[src/rbsi_pkg.sv]
`timescale 1ns / 1ps
// ----------------------------------------------------------------------------
// rbsi_pkg
// shared types and constants of the radius bucket spatial index
// ----------------------------------------------------------------------------
package rbsi_pkg;

    localparam int MAX_SPACES_DEF  = 16;
    localparam int MAX_MEMBERS_DEF = 32;
    localparam int ID_BITS_DEF     = 16;

    localparam int COORD_W = 16;
    localparam int RAD_W   = 8;
    localparam int FID_W   = 16;
    localparam int SIDX_W  = 4;

    typedef enum logic [1:0] {
        ACT_INSERT   = 2'd0,
        ACT_RETRIEVE = 2'd1,
        ACT_CLEAR    = 2'd2,
        ACT_NOP      = 2'd3
    } t_action;

    typedef enum logic [2:0] {
        K_JOINED  = 3'd0,
        K_NEW     = 3'd1,
        K_NEIGH   = 3'd2,
        K_NONE    = 3'd3,
        K_TFULL   = 3'd4,
        K_SFULL   = 3'd5,
        K_CLEARED = 3'd6
    } t_kind;

    typedef struct packed {
        t_kind              kind;
        logic [SIDX_W-1:0]  sidx;
        logic [FID_W-1:0]   nid;
        logic               last;
    } t_res;

endpackage

[src/rbsi_dist.sv]
`timescale 1ns / 1ps
// ----------------------------------------------------------------------------
// rbsi_dist
// squared distance test of a position against one sphere, one register stage
// ----------------------------------------------------------------------------
module rbsi_dist (
    input  logic                                   i_clk,
    input  logic signed [rbsi_pkg::COORD_W-1:0]    i_pos_x,
    input  logic signed [rbsi_pkg::COORD_W-1:0]    i_pos_y,
    input  logic signed [rbsi_pkg::COORD_W-1:0]    i_pos_z,
    input  logic signed [rbsi_pkg::COORD_W-1:0]    i_cen_x,
    input  logic signed [rbsi_pkg::COORD_W-1:0]    i_cen_y,
    input  logic signed [rbsi_pkg::COORD_W-1:0]    i_cen_z,
    input  logic        [rbsi_pkg::RAD_W-1:0]      i_radius,
    output logic                                   o_within
);
    localparam int DW = rbsi_pkg::COORD_W + 1;
    localparam int SQ = 2 * rbsi_pkg::COORD_W;

    logic signed [DW-1:0] w_dx, w_dy, w_dz;
    logic [SQ-1:0]        r_sq_x, r_sq_y, r_sq_z;
    logic [SQ-1:0]        r_r2;
    logic [SQ+1:0]        w_sum;

    assign w_dx = DW'(i_pos_x) - DW'(i_cen_x);
    assign w_dy = DW'(i_pos_y) - DW'(i_cen_y);
    assign w_dz = DW'(i_pos_z) - DW'(i_cen_z);

    // |d| fits in 16 bits, so each square fits in 32
    always_ff @(posedge i_clk) begin
        r_sq_x <= SQ'(w_dx * w_dx);
        r_sq_y <= SQ'(w_dy * w_dy);
        r_sq_z <= SQ'(w_dz * w_dz);
        r_r2   <= {16'(i_radius) * 16'(i_radius), 16'd0};
    end

    assign w_sum    = (SQ+2)'(r_sq_x) + (SQ+2)'(r_sq_y) + (SQ+2)'(r_sq_z);
    assign o_within = w_sum <= (SQ+2)'(r_r2);

endmodule

[config.mk]
export PLATFORM = sky130hd
export DESIGN_NAME = rbsi_dist
export DESIGN_NICKNAME = d
export VERILOG_FILES = /design/src/rbsi_pkg.sv /design/src/rbsi_dist.sv
export SDC_FILE = /design/constraint.sdc
export NUM_CORES = 2
export LEC_CHECK = 0
export BUFFER_PORTS_ARGS = -buffer_cell sky130_fd_sc_hd__buf_2
export CAP_MARGIN = 20
export CORE_ASPECT_RATIO = 0.5
export CORE_MARGIN = 1.5
export CORE_UTILIZATION = 45
export CTS_CLUSTER_SIZE = 10
export DETAILED_ROUTE_END_ITERATION = 12
export HOLD_SLACK_MARGIN = 0.08
export PLACE_DENSITY = 0.61
export RECOVER_POWER = 50
export REMOVE_ABC_BUFFERS = 1
export SLEW_MARGIN = 30
export SYNTH_ARGS = -nofsm -noshare
export SYNTH_HDL_FRONTEND = slang
export SYNTH_SLANG_ARGS = --single-unit
[constraint.sdc]
create_clock -name i_clk -period 22 [get_ports i_clk]
set_input_delay 5.5 -clock i_clk [delete_from_list [all_inputs] [get_ports i_clk]]
set_output_delay 5.5 -clock i_clk [all_outputs]
set_load 0.05 [all_outputs]
==> metrics.md <==
| Metric | Value |
|---|---|
| Number of enable flip-flop cells after synthesis | `0` |
| First-pass GRT wire length | `138.4 mm` |
| Initial antenna violation count | `0` |
| IO Pins | `106` |
| Rows | `73` |
| Max Fanout on Critical Path | `10` |
| Cell with the largest stage delay on the worst path | `a211oi_2` |
| Final Non-Filler Cells | `5171` |
| Total Routing Usage GR | `0.2098` |
| Nets | `5375` |
| Final period util | `0.6326` |
| Hold-fix buffers at CTS | `0` |
| Final Hold Fails | `0` |
| Routed len/inst | `15.67 um` |
| Syn Area/Cell | `9.066 um^2` |
| Largest net degree at the start of global routing | `24` |
| Placer Congestion | `0.9062` |
| Area contributors post-synth | `fa_1 (46%), ha_1 (12%), inv_1 (12%)` |
| Crit path required time | `22.31 ns` |
| Slew Limit Fails | `0` |
| Yosys warns | `0` |
| Area leader, netlist | `fa_1` |
| Gate Count Post-Synth | `3997` |
| Post-synth top flop | `dfxtp_1` |
| Placed Cells | `5154` |
| Port Buffer Count | `105` |
| H-tree Lvls | `3` |
| Crit path time final | `13.92 ns` |
| GR Overflow Total | `0` |
| DR DRC count | `0` |
| Final ANT Viol Nets | `0` |
| Number of max-cap violations | `0` |
| Unrepaired setup endpoints after global routing | `no` |
| Status | `complete, no violations` |
| Post-CTS sizing | `0` |
| TritonCTS Buffers | `9` |
| Core Box Area | `0.07956 mm^2` |
| Vias after detailed routing | `25.75k` |
| CP arrival | `14.23 ns` |
| Post-synthesis sequential area ratio | `0.05967` |
| Slew margin rel. | `0.2251` |
| Worst hold path class | `in2reg` |
| Mapped Area | `0.03624 mm^2` |
| Vias in the first global route | `27.43k` |
| Ratio of cells with drive above 1 in the final layout | `0.04776` |
| Synth top area share | `0.4591` |
| Max Buffers Root-to-Sink | `2` |
| Total Neg Setup Slack | `0 ns` |
| Via density | `4.980` |
| Area delta synth->final | `6.049%` |
| Hold Crit Start | `i_radius[0]` |
| Final WS setup | `8.083 ns` |
| Final core utilization | `0.4830` |
| Number of setup violations in the final report | `0` |
| Post-Place Worst Slack | `7.841 ns` |
| Root Driver | `clkbuf_16` |
| Die H | `203.7 um` |
| Number of clock sinks | `108` |
| CTS tree | `done` |
| Hold Path Sink | `r_r2[16]$_DFF_P_` |
| Setup Buffers After CTS | `0` |
| DP HPWL | `70.99 mm` |
| Drt first pass iters | `5` |
| Slew @ Worst Pin | `1.154 ns` |
| Startpoint types | `input port` |
| Max incr delay on CP | `0.84 ns` |
| Critical path class | `in2reg` |
| Die area | `0.08234 mm^2` |
| Peak Freq | `71.85 MHz` |
| Final wirelength | `81.03 mm` |
| Most instantiated cells after synthesis | `inv_1 (1126), fa_1 (831), ha_1 (361)` |
| Initial Utilization | `0.4555` |
| Die width | `404.3 um` |
| Clk slew on worst S/H paths | `0.08 ns` |
| Iter 0 DRT Violations | `1478` |
| WHS Path Cells | `1` |
| Flops & latches, synth | `108` |
| Unique masters post-synth | `75` |
| Asr flop ratio synth | `0` |
| Critical path capture point type | `register` |
| Top-count cell post-synth | `inv_1` |
[layer usage]
| layer | global-route usage | up-vias | wire length [um] |
|---|---|---|---|
| met5 | 0 | - | 0 |
| met4 | 0.02887 | 0 | 889 |
| met3 | 0.02290 | 66 | 4445 |
| met2 | 0.3477 | 597 | 38260 |
| met1 | 0.3038 | 12990 | 37440 |
| li1 | - | 12090 | - |
[layout by cell type, fill, tap and decap left out, types with 5 or more instances in the layout]
cell type and count:
a211o_1 7, a211oi_1 13, a21o_1 55, a21oi_1 122, a31oi_1 11, and2_1 16, and3_1 17, buf_2 102
buf_4 37, clkbuf_1 7, clkbuf_16 9, clkinv_1 6, dfxtp_1 108, fa_1 831, ha_1 361, inv_1 1126
inv_2 7, mux2i_1 5, nand2_1 294, nand2b_1 18, nand3_1 39, nand3b_1 5, nand4_1 14, nor2_1 348
nor2b_1 26, nor3_1 47, nor4_1 6, o2111ai_1 5, o211ai_1 7, o21a_1 32, o21ai_0 59, o21bai_1 14
o31ai_1 14, or2_2 11, or3_1 8, xnor2_1 155, xor2_1 50
[per-stage QoR]
stage               hold WS, ns  area [um^2]
detailed placement        5.739        38140
finish                    5.437        38430
global route              5.425        38430
global placement          5.745        38130
floorplan                 5.528        35940
CTS                       5.331        38450
[sequential cells by signal, indices dropped and copies added (netlist names)]
signal / cells
r_sq_x: 31
r_sq_y: 31
r_sq_z: 31
r_r2: 15
[layout make-up]
type / count / area, um^2
timing repair buffer: 146 / 814.5
fill: 7653 / 41130
multi-input combinational: 2674 / 29500
inverter: 1139 / 4275
clock buffer: 9 / 225.2
antenna: 1 / 2.502
sequential: 108 / 2162
clock inverter: 7 / 86.33
tap: 1087 / 1360
[cell families after synthesis]
group / share of synthesized area
muxes: 0.002003
adders and majority gates: 0.5838
and+or+nand+nor: 0.1029
buffers and inverters: 0.1264
AOI/OAI and AO/OA: 0.07510
other: 0.0001035
DFF: 0.05967
xor gates and xnor gates: 0.05000
[worst max path at each step]
stage	startpoint	end	slack (ns)	depth (start not counted)
after floorplan	i_pos_z[0]	r_sq_z[30]$_DFF_P_	8.90	28
after global placement	i_pos_x[0]	r_sq_x[30]$_DFF_P_	7.97	33
after detailed placement	i_pos_x[0]	r_sq_x[28]$_DFF_P_	7.84	33
after CTS	i_pos_x[0]	r_sq_x[28]$_DFF_P_	8.20	33
after global routing	i_pos_x[0]	r_sq_x[28]$_DFF_P_	7.67	33
final	i_pos_x[0]	r_sq_x[30]$_DFF_P_	8.08	33
[worst max-delay path, delay by kind of cell]
kind | cells | cell delay [ns]
xor+xnor | 1 | 0.13
fa+ha+maj | 9 | 3.84
compound gates | 12 | 3.42
buf+inv | 9 | 1.01
simple gates | 2 | 0.31
Power is left out: the tool's default activity adds up to more than one toggle a clock period on the data nets, which glitch-free logic cannot reach.
